### config.mk
export PLATFORM = sky130hd
export DESIGN_NAME = vtp_row
export DESIGN_NICKNAME = d
export VERILOG_FILES = /design/src/sv/vtp_pkg.sv /design/src/sv/vtp_row.sv
export SDC_FILE = /design/constraint.sdc
export NUM_CORES = 2
export LEC_CHECK = 0
export BUFFER_PORTS_ARGS = -buffer_cell sky130_fd_sc_hd__clkbuf_2
export CAP_MARGIN = 20
export CORE_MARGIN = 5
export CORE_UTILIZATION = 31
export DETAILED_ROUTE_END_ITERATION = 8
export PLACE_DENSITY = 0.56
export SLEW_MARGIN = 30
export SYNTH_ARGS = -nofsm -noshare
export SYNTH_HDL_FRONTEND = slang
export SYNTH_SLANG_ARGS = --single-unit
export TNS_END_PERCENT = 10
### constraint.sdc
create_clock -name clk -period 12.13 [get_ports clk]
set_input_delay 1.8195 -clock clk [delete_from_list [all_inputs] [get_ports clk]]
set_output_delay 1.8195 -clock clk [all_outputs]
set_load 0.02 [all_outputs]
### src/sv/vtp_pkg.sv
// Shared widths, types, helper functions and sine/cosine tables of the vertex transform.
package vtp_pkg;

    localparam int VW     = 13;     // vertex coordinate
    localparam int TW     = 11;     // translation register
    localparam int PCTW   = 10;     // scale percent register
    localparam int DEGW   = 9;      // one rotation angle
    localparam int ROTW   = 3 * DEGW;
    localparam int ADDRW  = 3;
    localparam int CFGW   = ROTW;
    localparam int SW16   = 16;     // centering arithmetic
    localparam int AW     = 15;     // centered coordinate
    localparam int PW     = AW + PCTW + 1;
    localparam int MW     = PW - 1;
    localparam int RCPW   = 26;
    localparam int RSH    = 32;
    localparam int BW     = 19;     // scaled coordinate
    localparam int RW     = 24;     // rotated coordinate
    localparam int CW     = 32;     // Q30 sine or cosine, signed
    localparam int PRW    = RW + CW;
    localparam int SW     = PRW + 2;
    localparam int XW     = 25;     // translated coordinate and depth
    localparam int NW     = 40;     // projection numerator
    localparam int DW     = 26;     // projection denominator
    localparam int QW     = 17;     // quotient bits before saturation
    localparam int OW     = 16;
    localparam int TAB_N  = 90;
    localparam int TABIW  = 7;
    localparam int QTW    = 31;

    // Reciprocal of 100 scaled by 2^32, rounded up; exact for magnitudes below 2^30.
    localparam logic [RCPW-1:0] RCP100 = RCPW'(42949673);
    localparam longint unsigned Q30_ONE = 64'd1 << 30;
    localparam longint unsigned PI_Q32  = 64'd13493037705;

    typedef enum logic [ADDRW-1:0] {
        REG_TRANS_X = 3'd0,
        REG_TRANS_Y = 3'd1,
        REG_TRANS_Z = 3'd2,
        REG_SCALE_X = 3'd3,
        REG_SCALE_Y = 3'd4,
        REG_SCALE_Z = 3'd5,
        REG_ROT     = 3'd6
    } reg_idx_t;

    typedef logic [QTW-1:0] q30_tab_t [TAB_N];

    typedef struct packed {
        logic neg_x;
        logic neg_y;
        logic ovf_x;
        logic ovf_y;
        logic dz;
    } side_t;

    typedef struct packed {
        logic                 saturated;
        logic                 depth_zero;
        logic signed [OW-1:0] screen_y;
        logic signed [OW-1:0] screen_x;
    } res_t;

    // Halve with truncation toward zero.
    function automatic logic signed [SW16-1:0] half_trunc(input logic signed [SW16-1:0] p);
        logic signed [SW16-1:0] s;
        s = p + $signed({{(SW16-1){1'b0}}, p[SW16-1]});
        return s >>> 1;
    endfunction

    // Divide by 2^30 with truncation toward zero.
    function automatic logic signed [SW-1:0] trunc_q30(input logic signed [SW-1:0] s);
        logic signed [SW-1:0] adj;
        adj = s[SW-1] ? $signed(SW'(Q30_ONE - 64'd1)) : '0;
        return (s + adj) >>> 30;
    endfunction

    // Unsigned long division by shift and subtract, used only to build the tables.
    function automatic longint unsigned udiv(input longint unsigned n,
                                             input longint unsigned d);
        longint unsigned q;
        longint unsigned r;
        q = '0;
        r = '0;
        for (int b = 63; b >= 0; b--)
        begin
            r = {r[62:0], n[b]};
            if (r >= d)
            begin
                r    = r - d;
                q[b] = 1'b1;
            end
        end
        return q;
    endfunction

    // Taylor series in Q30 for whole degrees 0..89.
    function automatic q30_tab_t build_tab(input bit want_sin);
        q30_tab_t          tab;
        longint unsigned   x;
        longint unsigned   x2;
        longint unsigned   term;
        longint unsigned   dv;
        longint            sum;
        for (int r = 0; r < TAB_N; r++)
        begin
            x    = udiv(64'(r) * PI_Q32 + 64'd360, 64'd720);
            x2   = (x * x + (64'd1 << 29)) >> 30;
            term = want_sin ? x : Q30_ONE;
            sum  = longint'(term);
            for (int k = 1; k <= 9; k++)
            begin
                dv = want_sin ? 64'(2 * k) * 64'(2 * k + 1) : 64'(2 * k - 1) * 64'(2 * k);
                term = udiv((term * x2) >> 30, dv);
                if ((k & 1) == 1)
                    sum = sum - longint'(term);
                else
                    sum = sum + longint'(term);
            end
            if (sum < 0)
                sum = 0;
            if (sum > longint'(Q30_ONE))
                sum = longint'(Q30_ONE);
            tab[r] = QTW'(sum);
        end
        return tab;
    endfunction

    localparam q30_tab_t SIN_TAB = build_tab(1'b1);
    localparam q30_tab_t COS_TAB = build_tab(1'b0);

endpackage

### src/sv/vtp_row.sv
// One rotation matrix row: two Q30 products, then two truncating accumulations.
module vtp_row import vtp_pkg::*;
(
    input  logic                 clk,
    input  logic                 en,
    input  logic signed [RW-1:0] v0,
    input  logic signed [CW-1:0] m0,
    input  logic signed [RW-1:0] v1,
    input  logic signed [CW-1:0] m1,
    output logic signed [RW-1:0] res
);

    logic signed [PRW-1:0] p0_reg;
    logic signed [PRW-1:0] p1_reg;
    logic signed [SW-1:0]  r0;
    logic signed [SW-1:0]  s;
    logic signed [SW-1:0]  res_full;
    logic signed [RW-1:0]  res_next;
    logic signed [RW-1:0]  res_reg;

    always_ff @(posedge clk)
    begin
        if (en)
        begin
            p0_reg <= PRW'(v0) * PRW'(m0);
            p1_reg <= PRW'(v1) * PRW'(m1);
        end
    end

    // The first partial sum is truncated before the second product joins it.
    always_comb
    begin
        r0       = trunc_q30(SW'(p0_reg));
        s        = (r0 <<< 30) + SW'(p1_reg);
        res_full = trunc_q30(s);
        res_next = res_full[RW-1:0];
    end

    always_ff @(posedge clk)
    begin
        if (en)
            res_reg <= res_next;
    end

    assign res = res_reg;

endmodule

== Yosys cells after proc, flatten, opt, wreduce, memory -nomap -nowiden ==
Index checks and enable logic that the tools add are counted.
Operators by class
  add/sub/neg operators: 3
  multipliers: 2
  multiplexer cells: 2
Operator list (number)
  multiplier 24 x 32 -> 56 bit: 2
  2-to-1 mux 30 bit: 2
  adder 57 x 56 -> 58 bit: 1
  adder 56 x 31 -> 57 bit: 1
  adder 54 x 31 -> 54 bit: 1
Word-level totals
  bits in registers: 136
  bits of input ports: 114
  output and inout port bits: 24
  logic and storage cells: 10

== Longest topological paths before layout ==
  depth in word-level cells: 5
  depth in mapped cells: 32
  depth with buffers taken out: 30

== Worst setup path before layout ==
OpenSTA, ideal clock, no wires.
  kind: input-to-reg
  start: input m0[31]
  end: register p0_reg[53] (data pin)
  setup time: 0.261 ns
  arrival: 8.306 ns
  data required time: 11.869 ns
  setup slack: 3.563 ns
  cell stages on the path: 25
  buffers on the path: 1
  cell sequence: clkbuf_1 > nand2_1 > inv_1 > fa_1 > fa_1 > inv_1 > fa_1 > fa_1 > inv_1 > fa_1 > inv_1 > fa_1 > fa_1 > inv_1 > ha_1 > a21o_1 > a21oi_1 > o21bai_1 > a21oi_1 > o21ai_0 > nor3_1 > a21oi_1 > a311oi_1 > o21ai_1 > o311a_1
On the way
  word-level cells in the longest chain between the ends: 1
Ends and longest elaborated chain
  start, declared: line vtp_row.sv:7  | input logic signed [CW-1:0] m0,
  multiplier 24 x 32 -> 56 bit: line vtp_row.sv:25  | p0_reg <= PRW'(v0) * PRW'(m0);
  end signal, assigned: line vtp_row.sv:25
  end, declared: line vtp_row.sv:13  | logic signed [PRW-1:0] p0_reg;
No other way between the ends.
A chain may end at the register's enable or synchronous reset.

== Final worst setup path ==
  start: input v1[9]
  end: register p1_reg[54] (data pin)
On the way
  word-level cells in the longest chain between the ends: 1
Ends and longest elaborated chain
  start, declared: line vtp_row.sv:8  | input logic signed [RW-1:0] v1,
  multiplier 24 x 32 -> 56 bit: line vtp_row.sv:26  | p1_reg <= PRW'(v1) * PRW'(m1);
  end signal, assigned: line vtp_row.sv:26
  end, declared: line vtp_row.sv:14  | logic signed [PRW-1:0] p1_reg;
No other way between the ends.

==> reports/qor.yml <==
status:
  run_status: "completed"
drt:
  post_drt_wl_per_cell_um: 17.9
  drt_drc_violations_left: 0
  drt_pass1_iterations: 7
  met1_length_um: 64700
  ratio_of_routed_vias_to_standard_cells: 4.79
  detail_route.iter0.violations: 2301
  topRoutingLayerUsed: "met4"
  final_antenna_net_count: 0
  num_vias: 43800
  routed-wl-met2_um: 83300
  final_routed_wirelength_um: 164000
  wl_met3_um: 6940
cells_and_area:
  syn2layout_area_growth_pct: 6.22
  fillCellCount: 20400
  drive_gt1_share_pct: 3.63
  nNetsFinal: 8559
grt:
  grt_start_max_net_pins: 72
  grt_pass1_wl_um: 269000
  track_usage_pct: 16.2
  initial_antenna_violation_count: 6
  vias_in_the_first_global_route: 49600
  gr-total-overflow: 0
die:
  die_width_um: 456
  design.die.area_mm2: 0.208
  start_util_pct: 31.2
  boundaryPins: 138
  core_mm2: 0.198
  core.rowCount: 163
  y_dimension_of_the_die_um: 456
synth:
  netlist_top_cells_area: "fa_1 51%, inv_1 9.4%, ha_1 7.8%, edfxtp_1 6.6%, nand2_1 6.1%"
  synth_simple_gate_area_share_pct: 15.6
  predominant_post_synthesis_flop_cell: "edfxtp_1"
  ys_async_sr_fraction_pct: 0
  most_instantiated_library_cell_after_synthesis: "fa_1"
  synth.yosys.warnings: 0
  synth.cells.most_frequent: "1567 x fa_1, 1545 x inv_1, 1005 x nand2_1, 555 x and2_1, 385 x ha_1"
  synth.largest_area_cell: "fa_1"
  synth.yosys.seq_area_share_pct: 6.62
  portion_of_synthesized_cell_area_occupied_by_the_leading_cell_type_pct: 50.9
  synthesis.area_mm2: 0.0617
  syn_avg_cell_area_um2: 9.35
  post_synthesis_xor_xnor_area_fraction_pct: 2.41
  synth_enable_flop_cells: 136
  post_synth_inst_count: 6595
  postSynthRegisterBits: 136
  yosys.cell_types.count: 85
  synthMuxAreaShare_pct: 0.0507
  mappedNetlistNets: 8661
  main_combinational_cell_family_by_area_after_synthesis: "adder cells"
  adder_and_majority_cell_fraction_of_the_synthesized_area_pct: 58.7
  synth_compound_area_share_pct: 5.40
clocking:
  cts-buffers-inserted: 17
  post-cts-setup-buffers: 0
  worst_setup_hold_path_clk_slew_ns: 0.07
  holdBufCountCts: 0
  cts_resized: 0
  clk_latency_ns: 0.44
  tritoncts_num_sinks: 136
  clockBufferDepth: 2
  cts_htree_levels: 4
  ctsRootBufferMaster: "clkbuf_16"
  cts_tree: "built"
sta:
  maxClockFrequency_mhz: 105
  timing.clock.skew_ns: 0.0104
  actual_transition_at_the_worst_max_transition_pin_ns: 1.07
  crit_path_time_final_ns: 9.53
  rsz0062_at_grt: "false"
  timing_hold_violations_final: 0
  max_transition_viols_final: 0
  timing.max_slew.rel_slack_pct: 28.7
  finalSetupViolCount: 0
  setup_tns_ns: 0
  timing.final.crit_share_pct: 78.5
worst_setup_path:
  timing.critical_path.to_type: "flop"
  startpoint_type: "input pin"
  worst_ep_required_time_ns: 12.32
  worstSetupPathType: "input pin to flop"
  path_max_fanout: 32
  critPathArrivalTime_ns: 9.72
placed_design:
  gp_routability_congestion: 0.844
  place.detailed.hpwl_um: 133000
  port_buffers: 137
worst_hold_path:
  min_path_type: "flop to flop"
flow_run:
  cap_viol_max_count: 0
## cell families (layout without fill, tap and decap cells)
kind of cell	after synthesis	after routing
mux	3	3
flops	136	136
fa+ha+maj	1952	1952
buf+inv	1841	1752
xor+xnor	170	170
simple gates	1984	1984
compound gates	509	509
other cells	0	2
## worst max-delay path, stage by stage
cell	delay, ns
clkbuf_2	0.64
nand2_1	0.18
fa_1	0.58
inv_1	0.06
fa_1	0.53
inv_1	0.06
fa_1	0.50
inv_1	0.05
fa_1	0.53
inv_1	0.06
fa_1	0.38
fa_1	0.52
inv_1	0.05
fa_1	0.43
ha_1	0.35
a21o_1	0.19
a21o_1	0.18
a21o_1	0.19
a211oi_1	0.64
a2bb2oi_1	0.31
a31oi_1	0.19
o41ai_1	0.71
o211a_1	0.28
o21ai_1	0.10
xor2_1	0.15
## cell type report
| class | instances | area (µm²) | area share [%] |
|---|---|---|---|
| Sequential cell | 136 | 4080 | 6.23 |
| Multi-Input combinational cell | 4618 | 50700 | 77.4 |
| Timing Repair Buffer | 175 | 977 | 1.49 |
| Antenna cell | 2 | 5.00 | 0.00764 |
| Clock inverter | 13 | 216 | 0.330 |
| Tap cell | 2640 | 3300 | 5.04 |
| Clock buffer | 19 | 433 | 0.661 |
| Inverter | 1545 | 5800 | 8.85 |
## path summary, 6_finish.rpt
check / startpoint / to / slack [ns] / cells past startpoint
worst max-delay path: v1[9] / p1_reg[54]$_DFFE_PP_ / 2.60 / 25
worst min-delay path: p1_reg[30]$_DFFE_PP_ / res[0]$_DFFE_PP_ / 0.88 / 2
worst min register to register: p1_reg[30]$_DFFE_PP_ / res[0]$_DFFE_PP_ / 0.88 / 2
worst max register to register: p0_reg[55]$_DFFE_PP_ / res[23]$_DFFE_PP_ / 2.95 / 32
## cell usage in the layout (no fill, tap or decap), types with 34 or more instances in the layout
master / netlist / layout
ha_1: 385 / 384
nand3_1: 54 / 54
nor2b_1: 34 / 34
inv_1: 1545 / 1545
nand2_1: 1005 / 1005
fa_1: 1567 / 1567
nand2b_1: 61 / 61
nor3_1: 37 / 37
buf_4: 0 / 38
a21o_1: 94 / 94
nor2_1: 116 / 116
edfxtp_1: 136 / 136
xor2_1: 48 / 48
o21ai_0: 86 / 86
nand4_1: 35 / 35
xnor2_1: 122 / 122
and2_1: 555 / 555
a21oi_1: 149 / 149
clkbuf_2: 1 / 134
## layer usage
metal	up-vias	global-route usage, %
met1	23100	19.6
li1	19300	-
met4	0	7.37
met3	314	1.80
met5	-	0
met2	1107	28.8
## through the flow
step	instances	cell area, µm²	utilization [%]	worst slack [ns]	hold slack (ns)
global placement	9114	64800	32.8	2.30	0.857
global route	9147	65500	33.2	2.09	0.936
floorplan	6595	61700	-	3.56	0.723
CTS	9146	65500	33.1	2.68	0.878
finish	9148	65500	33.2	2.60	0.879
detailed placement	9114	64900	32.8	2.23	0.856
Power is not shown: default switching activity piles up to over one toggle a cycle in this logic, so the estimate is an artifact.
