### src/sv/vtp_pkg.sv
// Shared widths, types, helper functions and sine/cosine tables of the vertex transform.
package vtp_pkg;

    localparam int VW     = 13;     // vertex coordinate
    localparam int TW     = 11;     // translation register
    localparam int PCTW   = 10;     // scale percent register
    localparam int DEGW   = 9;      // one rotation angle
    localparam int ROTW   = 3 * DEGW;
    localparam int ADDRW  = 3;
    localparam int CFGW   = ROTW;
    localparam int SW16   = 16;     // centering arithmetic
    localparam int AW     = 15;     // centered coordinate
    localparam int PW     = AW + PCTW + 1;
    localparam int MW     = PW - 1;
    localparam int RCPW   = 26;
    localparam int RSH    = 32;
    localparam int BW     = 19;     // scaled coordinate
    localparam int RW     = 24;     // rotated coordinate
    localparam int CW     = 32;     // Q30 sine or cosine, signed
    localparam int PRW    = RW + CW;
    localparam int SW     = PRW + 2;
    localparam int XW     = 25;     // translated coordinate and depth
    localparam int NW     = 40;     // projection numerator
    localparam int DW     = 26;     // projection denominator
    localparam int QW     = 17;     // quotient bits before saturation
    localparam int OW     = 16;
    localparam int TAB_N  = 90;
    localparam int TABIW  = 7;
    localparam int QTW    = 31;

    // Reciprocal of 100 scaled by 2^32, rounded up; exact for magnitudes below 2^30.
    localparam logic [RCPW-1:0] RCP100 = RCPW'(42949673);
    localparam longint unsigned Q30_ONE = 64'd1 << 30;
    localparam longint unsigned PI_Q32  = 64'd13493037705;

    typedef enum logic [ADDRW-1:0] {
        REG_TRANS_X = 3'd0,
        REG_TRANS_Y = 3'd1,
        REG_TRANS_Z = 3'd2,
        REG_SCALE_X = 3'd3,
        REG_SCALE_Y = 3'd4,
        REG_SCALE_Z = 3'd5,
        REG_ROT     = 3'd6
    } reg_idx_t;

    typedef logic [QTW-1:0] q30_tab_t [TAB_N];

    typedef struct packed {
        logic neg_x;
        logic neg_y;
        logic ovf_x;
        logic ovf_y;
        logic dz;
    } side_t;

    typedef struct packed {
        logic                 saturated;
        logic                 depth_zero;
        logic signed [OW-1:0] screen_y;
        logic signed [OW-1:0] screen_x;
    } res_t;

    // Halve with truncation toward zero.
    function automatic logic signed [SW16-1:0] half_trunc(input logic signed [SW16-1:0] p);
        logic signed [SW16-1:0] s;
        s = p + $signed({{(SW16-1){1'b0}}, p[SW16-1]});
        return s >>> 1;
    endfunction

    // Divide by 2^30 with truncation toward zero.
    function automatic logic signed [SW-1:0] trunc_q30(input logic signed [SW-1:0] s);
        logic signed [SW-1:0] adj;
        adj = s[SW-1] ? $signed(SW'(Q30_ONE - 64'd1)) : '0;
        return (s + adj) >>> 30;
    endfunction

    // Unsigned long division by shift and subtract, used only to build the tables.
    function automatic longint unsigned udiv(input longint unsigned n,
                                             input longint unsigned d);
        longint unsigned q;
        longint unsigned r;
        q = '0;
        r = '0;
        for (int b = 63; b >= 0; b--)
        begin
            r = {r[62:0], n[b]};
            if (r >= d)
            begin
                r    = r - d;
                q[b] = 1'b1;
            end
        end
        return q;
    endfunction

    // Taylor series in Q30 for whole degrees 0..89.
    function automatic q30_tab_t build_tab(input bit want_sin);
        q30_tab_t          tab;
        longint unsigned   x;
        longint unsigned   x2;
        longint unsigned   term;
        longint unsigned   dv;
        longint            sum;
        for (int r = 0; r < TAB_N; r++)
        begin
            x    = udiv(64'(r) * PI_Q32 + 64'd360, 64'd720);
            x2   = (x * x + (64'd1 << 29)) >> 30;
            term = want_sin ? x : Q30_ONE;
            sum  = longint'(term);
            for (int k = 1; k <= 9; k++)
            begin
                dv = want_sin ? 64'(2 * k) * 64'(2 * k + 1) : 64'(2 * k - 1) * 64'(2 * k);
                term = udiv((term * x2) >> 30, dv);
                if ((k & 1) == 1)
                    sum = sum - longint'(term);
                else
                    sum = sum + longint'(term);
            end
            if (sum < 0)
                sum = 0;
            if (sum > longint'(Q30_ONE))
                sum = longint'(Q30_ONE);
            tab[r] = QTW'(sum);
        end
        return tab;
    endfunction

    localparam q30_tab_t SIN_TAB = build_tab(1'b1);
    localparam q30_tab_t COS_TAB = build_tab(1'b0);

endpackage

### src/sv/vtp_div.sv
// Pipelined restoring divider lane, one quotient bit per stage.
module vtp_div import vtp_pkg::*;
(
    input  logic          clk,
    input  logic          en,
    input  logic [NW-1:0] num,
    input  logic [DW-1:0] den,
    output logic [QW-1:0] quo
);

    logic [DW-1:0] rem_reg [QW];
    logic [QW-1:0] lo_reg  [QW];
    logic [QW-1:0] q_reg   [QW];
    logic [DW-1:0] d_reg   [QW];

    for (genvar i = 0; i < QW; i++)
    begin : g_stage
        logic [DW-1:0] rem_in;
        logic [QW-1:0] lo_in;
        logic [QW-1:0] q_in;
        logic [DW-1:0] d_in;
        logic [DW:0]   t;
        logic          ge;

        if (i == 0)
        begin : g_first
            // The high part is below the divisor unless the quotient overflows.
            assign rem_in = DW'(num >> QW);
            assign lo_in  = num[QW-1:0];
            assign q_in   = '0;
            assign d_in   = den;
        end
        else
        begin : g_next
            assign rem_in = rem_reg[i-1];
            assign lo_in  = lo_reg[i-1];
            assign q_in   = q_reg[i-1];
            assign d_in   = d_reg[i-1];
        end

        assign t  = {rem_in, lo_in[QW-1]};
        assign ge = t >= {1'b0, d_in};

        always_ff @(posedge clk)
        begin
            if (en)
            begin
                rem_reg[i] <= ge ? DW'(t - {1'b0, d_in}) : t[DW-1:0];
                lo_reg[i]  <= {lo_in[QW-2:0], 1'b0};
                q_reg[i]   <= {q_in[QW-2:0], ge};
                d_reg[i]   <= d_in;
            end
        end
    end

    assign quo = q_reg[QW-1];

endmodule

### config.mk
export PLATFORM = sky130hd
export DESIGN_NAME = vtp_div
export DESIGN_NICKNAME = d
export VERILOG_FILES = /design/src/sv/vtp_pkg.sv /design/src/sv/vtp_div.sv
export SDC_FILE = /design/constraint.sdc
export NUM_CORES = 2
export LEC_CHECK = 0
export BUFFER_PORTS_ARGS = -buffer_cell sky130_fd_sc_hd__buf_2
export CAP_MARGIN = 10
export CELL_PAD_IN_SITES_DETAIL_PLACEMENT = 0
export CELL_PAD_IN_SITES_GLOBAL_PLACEMENT = 1
export CORE_MARGIN = 10
export CORE_UTILIZATION = 57
export CTS_CLUSTER_SIZE = 20
export DETAILED_ROUTE_END_ITERATION = 10
export HOLD_SLACK_MARGIN = 0.1
export PLACE_DENSITY_LB_ADDON = 0.1
export SETUP_SLACK_MARGIN = 0.05
export SYNTH_ARGS = -nofsm -noshare
export SYNTH_HDL_FRONTEND = slang
export SYNTH_SLANG_ARGS = --single-unit
export TNS_END_PERCENT = 1
### constraint.sdc
create_clock -name clk -period 6.65 [get_ports clk]
set_clock_uncertainty 0.05 [all_clocks]
set_input_delay 0 -clock clk [delete_from_list [all_inputs] [get_ports clk]]
set_output_delay 0 -clock clk [all_outputs]
set_load 0.01 [all_outputs]
## After elaboration in Yosys (flattened, before gate mapping)

Memories as Yosys holds them, arrays and structs flattened.
Index checks and enable logic that the tools add are counted.

| storage, ports and cells | value |
|---|---|
| register bits after elaboration | 0 |
| bits in latches | 0 |
| bits in writable memories | 1445 |
| bits in read-only memories | 0 |
| bits of input ports | 68 |
| output and inout port bits | 17 |
| word-level logic and storage cells | 57 |
| memories | 4 |

| cells by class | value |
|---|---|
| add/sub/neg operators | 17 |
| multipliers | 0 |
| divide/modulo/power cells | 0 |
| $lt $le $gt $ge | 17 |
| equality and inequality tests | 0 |
| shifts and indexed selects | 0 |
| muxes and demuxes | 19 |
| bitwise operators | 0 |
| reduce and logical (&&, ||, !) cells | 0 |

Memories:

| memory | depth | width | read ports | clocked after Yosys merged registers in | write ports | RTL line | text |
|---|---|---|---|---|---|---|---|
| d_reg | 17 | 26 | 16 | 0 | 17 | vtp_div.sv:14 | `logic [DW-1:0] d_reg [QW];` |
| rem_reg | 17 | 26 | 16 | 0 | 17 | vtp_div.sv:11 | `logic [DW-1:0] rem_reg [QW];` |
| q_reg | 17 | 17 | 17 | 0 | 17 | vtp_div.sv:13 | `logic [QW-1:0] q_reg [QW];` |
| lo_reg | 17 | 16 | 16 | 0 | 17 | vtp_div.sv:12 | `logic [QW-1:0] lo_reg [QW];` |

Operators with widths:

| cell | count |
|---|---|
| 26-bit two-way mux | 17 |
| 27-bit by 26-bit greater-or-equal comparator with 1-bit output | 16 |
| 26-bit subtractor | 16 |
| 24-bit by 26-bit greater-or-equal comparator with 1-bit output | 1 |
| 24-bit by 26-bit subtractor with 26-bit output | 1 |
| 1-bit two-way mux | 2 |

## Logic depth before layout (Yosys ltp)

An unclocked memory read counts as a cell.

| depth | value |
|---|---|
| depth after elaboration | 3 |
| depth in mapped cells | 16 |
| depth with buffers taken out | 14 |

## Worst setup path after synthesis

OpenSTA, ideal clock, no wires.

| timing | value |
|---|---|
| path kind | register to register |
| start point | memory lo_reg[0][127] (netlist bit) |
| end point | memory rem_reg[8][22], in the netlist rem_reg[0][230], data pin |
| library setup time | 0.256 ns |
| data arrival time | 3.011 ns |
| required time | 6.344 ns |
| slack | 3.333 ns |
| stages on the path, launching flop included | 15 |
| clock period less this slack | 3.317 ns |
| cells stage by stage | edfxtp_1 inv_1 ha_1 inv_1 fa_1 a211oi_1 o21ai_0 a31oi_1 o21a_1 o21ai_0 a21o_1 a21oi_1 o21bai_1 or3_1 a31o_2 |

RTL lines:

| element | RTL line |
|---|---|
| start, declared | vtp_div.sv:12 |
| end, declared | vtp_div.sv:11 |

==> flow_summary.yaml <==
die:
  die_area_mm2: 0.120
  initial_core_util_pct: 57.6
  core_mm2: 0.106
  fp.dieW_um: 347
  rows: 119
  pin_count: 85
  die_h_um: 347
global_route:
  grt_pass1_vias: 39110
  grt_pass1_wl_um: 210000
  grt_max_degree: 175
  overflow: 0
  antenna_found_initial: 0
  grt_usage_pct: 21.6
clock_network:
  clockBufferDepth: 3
  postCtsSetupBuffers: 0
  path_clk_slew_ns: 0.06
  post_cts_resized: 0
  clkLatencyLatePin_ns: 0.73
  ctsHoldBuffers: 143
  cts_sinks: 1121
  cts.htree.levels: 3
  cts_root_buffer: "clkbuf_16"
  cts-buffers-inserted: 118
  cts_tree: "built"
critical_path:
  r2r_cells: 12
  crit_top_cell: "a21oi_1"
  critPathMaxStageDelay_ns: 0.87
  crit_chain: "dlygate4sd3_1 -> buf_2 -> inv_1 -> ha_1 -> inv_1 -> fa_1 -> a21oi_1 -> o211ai_1 -> a221oi_2 -> o21ai_1 -> a21oi_1 -> a21oi_1 -> a21o_1 -> nand4_1 -> a211o_1 -> mux2_2 -> dlygate4sd3_1"
  worst-path-buf-inv: 5
  cp_max_fo: 26
  crit_path_end_kind: "register"
  r2r-start: "rem_reg[0][368]$_DFFE_PP_"
  slowest_stage: "a211o_1"
  crit_family: "compound AO/OA/AOI/OAI gates"
  rrSetupSlack_ns: 2.37
  reg2reg_to: "rem_reg[0][412]$_DFFE_PP_"
  critPathRequiredTime_ns: 7.07
  crit_type: "in2reg"
  cp-start-kind: "primary input"
  crit_arrival_ns: 5.14
detailed_routing:
  vias_per_cell: 5.72
  wl_per_cell_um: 19.0
  antenna_left: 0
  drt-initial-drc-count: 2884
  num_vias: 39709
  dr.pass1.iters: 5
  wl_um: 132000
  drc: 0
min_path:
  hp-class: "in2reg"
  hold_depth: 4
  min_to: "rem_reg[0][0]$_DFFE_PP_"
  hold_start: "num[16]"
yosys:
  ys_warn_count: 0
  yosysMostFrequentCell: "edfxtp_1"
  synth_edf_count: 1121
  ys.flop_type: "edfxtp_1"
  syn_nets: 5715
  postSynthCellCount: 5191
  synth_area_leaders: "edfxtp_1 (55%), ha_1 (9.1%), a21oi_1 (3.7%), inv_1 (3.4%), mux2_2 (3.4%)"
  synth_area_leader_cell: "edfxtp_1"
  avgSynthCellArea_um2: 11.7
  synth_top_area_share_pct: 55.4
  synthTopCellsByCount: "edfxtp_1 (1121), inv_1 (558), a21oi_1 (454)"
  async_flop_share_pct: 0
  ys_seq_elements: 1121
  synth_area_mm2: 0.0608
  ys_types: 90
  yosysSeqAreaShare_pct: 55.4
power_and_ir_drop:
  ir_worst_vdd_v: 0.000308
  cellLeakagePower_nw: 27.7
  power_density_mw_per_mm2: 457
  total_power_mw: 31.1
layout:
  seq_area_mm2: 0.0337
  multi_input_area_mm2: 0.0246
  utilization_pct: 64.5
  final_area_mm2: 0.0680
  nFillCells: 8148
  areaGrowthSynthToFinish_pct: 11.9
  nNetsFinal: 5982
  num_antenna_cells: 0
  layout-drive-gt1-share_pct: 9.34
place:
  io_buffers: 84
  dp_hpwl_um: 97900
  gp_congestion: 0.903
  dpl_cell_area_mm2: 0.0628
timing:
  hold_violations: 0
  tns_ns: 0
  rsz0062_at_grt: "no"
  tightest_slew_ns: 1.15
  period_share_pct: 70.9
  drv_slew: 0
  max-slew-margin-rel_pct: 22.8
  fin_crit_ns: 4.72
  clock.fmax_mhz: 212
  final-setup-viol-count: 0
status:
  status: "finished, final reports clean"
flow_run:
  drv_cap: 0
worst reg2reg max path, delay by kind of cell, from the launching register on:
kind	cells	cell delay (ns)
AO/OA/AOI/OAI	6	1.76
buffers and inverters	2	0.65
AND/OR/NAND/NOR	2	0.50
flip-flops	1	0.39
adder cells (fa/ha/maj)	1	0.38
multiplexers	1	0.31
layer usage:
layer	vias to the layer above	share of wire, %	global-route usage, %
met2	999	47	35.4
met4	0	3.0	7.34
met3	209	5.4	3.31
li1	19660	-	-
met1	18841	45	29.4
met5	-	0	0
metrics by stage:
stage / instances / hold WS, ns / setup slack (ns)
floorplan: 5191 / 0.0489 / 3.33
global placement: 6586 / 0.127 / 2.40
detailed placement: 6586 / 0.128 / 2.39
CTS: 6947 / 0.102 / 2.09
global route: 6947 / 0.180 / 1.78
finish: 6947 / 0.174 / 1.93
layout make-up:
type | instances | share of cell area (%)
well taps | 1391 | 2.56
flip-flops and latches | 1121 | 49.5
multi-input cells | 3406 | 36.2
repair buffers | 253 | 3.12
inverters | 558 | 3.08
clock buffers | 133 | 4.42
clock inverters | 85 | 1.20
power by group:
| group | switching (mW) | leakage [nW] | internal [mW] | total (mW) |
|---|---|---|---|---|
| Sequential | 1.04 | 10.9 | 10.2 | 11.3 |
| Combinational | 7.52 | 14.9 | 5.88 | 13.4 |
| Clock | 2.75 | 1.86 | 3.69 | 6.44 |
how the worst max path moves through the flow:
stage,startpoint,endpoint,cells after the start
CTS,num[16],rem_reg[0][2]$_DFFE_PP_,17
global placement,num[16],rem_reg[0][2]$_DFFE_PP_,15
finish,num[16],rem_reg[0][1]$_DFFE_PP_,17
floorplan,lo_reg[0][127]$_DFFE_PP_,rem_reg[0][230]$_DFFE_PP_,14
global route,num[16],rem_reg[0][10]$_DFFE_PP_,17
detailed placement,num[16],rem_reg[0][8]$_DFFE_PP_,15
logic make-up (layout without fill, tap and decap cells):
| kind of cell | count (synthesis) | count (layout) | synth area share [%] |
|---|---|---|---|
| XOR/XNOR | 338 | 338 | 4.87 |
| adder cells (fa/ha/maj) | 456 | 456 | 9.58 |
| buffers and inverters | 664 | 1029 | 4.24 |
| multiplexers | 195 | 195 | 3.60 |
| flip-flops | 1121 | 1121 | 55.4 |
| AO/OA/AOI/OAI | 1374 | 1374 | 14.2 |
| AND/OR/NAND/NOR | 1043 | 1043 | 8.12 |
placed cells by master (no fill, tap or decap), drive strengths merged, types with 15 or more instances in the layout:
cell / Yosys / final
a211oi: 39 / 39
a21boi: 20 / 20
a21o: 218 / 218
a21oi: 457 / 457
a31oi: 47 / 47
and3: 32 / 32
buf: 43 / 110
clkbuf: 63 / 133
clkinv: 0 / 63
dlygate4sd3: 0 / 143
edfxtp: 1121 / 1121
fa: 16 / 16
ha: 440 / 440
inv: 558 / 561
mux2: 185 / 185
nand2: 276 / 276
nand2b: 54 / 54
nand3: 73 / 73
nand4: 71 / 71
nor2: 325 / 325
nor2b: 58 / 58
nor3: 59 / 59
nor4: 22 / 22
o211ai: 16 / 16
o21a: 53 / 53
o21ai: 303 / 303
o21bai: 64 / 64
o31ai: 24 / 24
or3: 15 / 15
xnor2: 211 / 211
xor2: 127 / 127
Power figures use the tool's default switching activity.
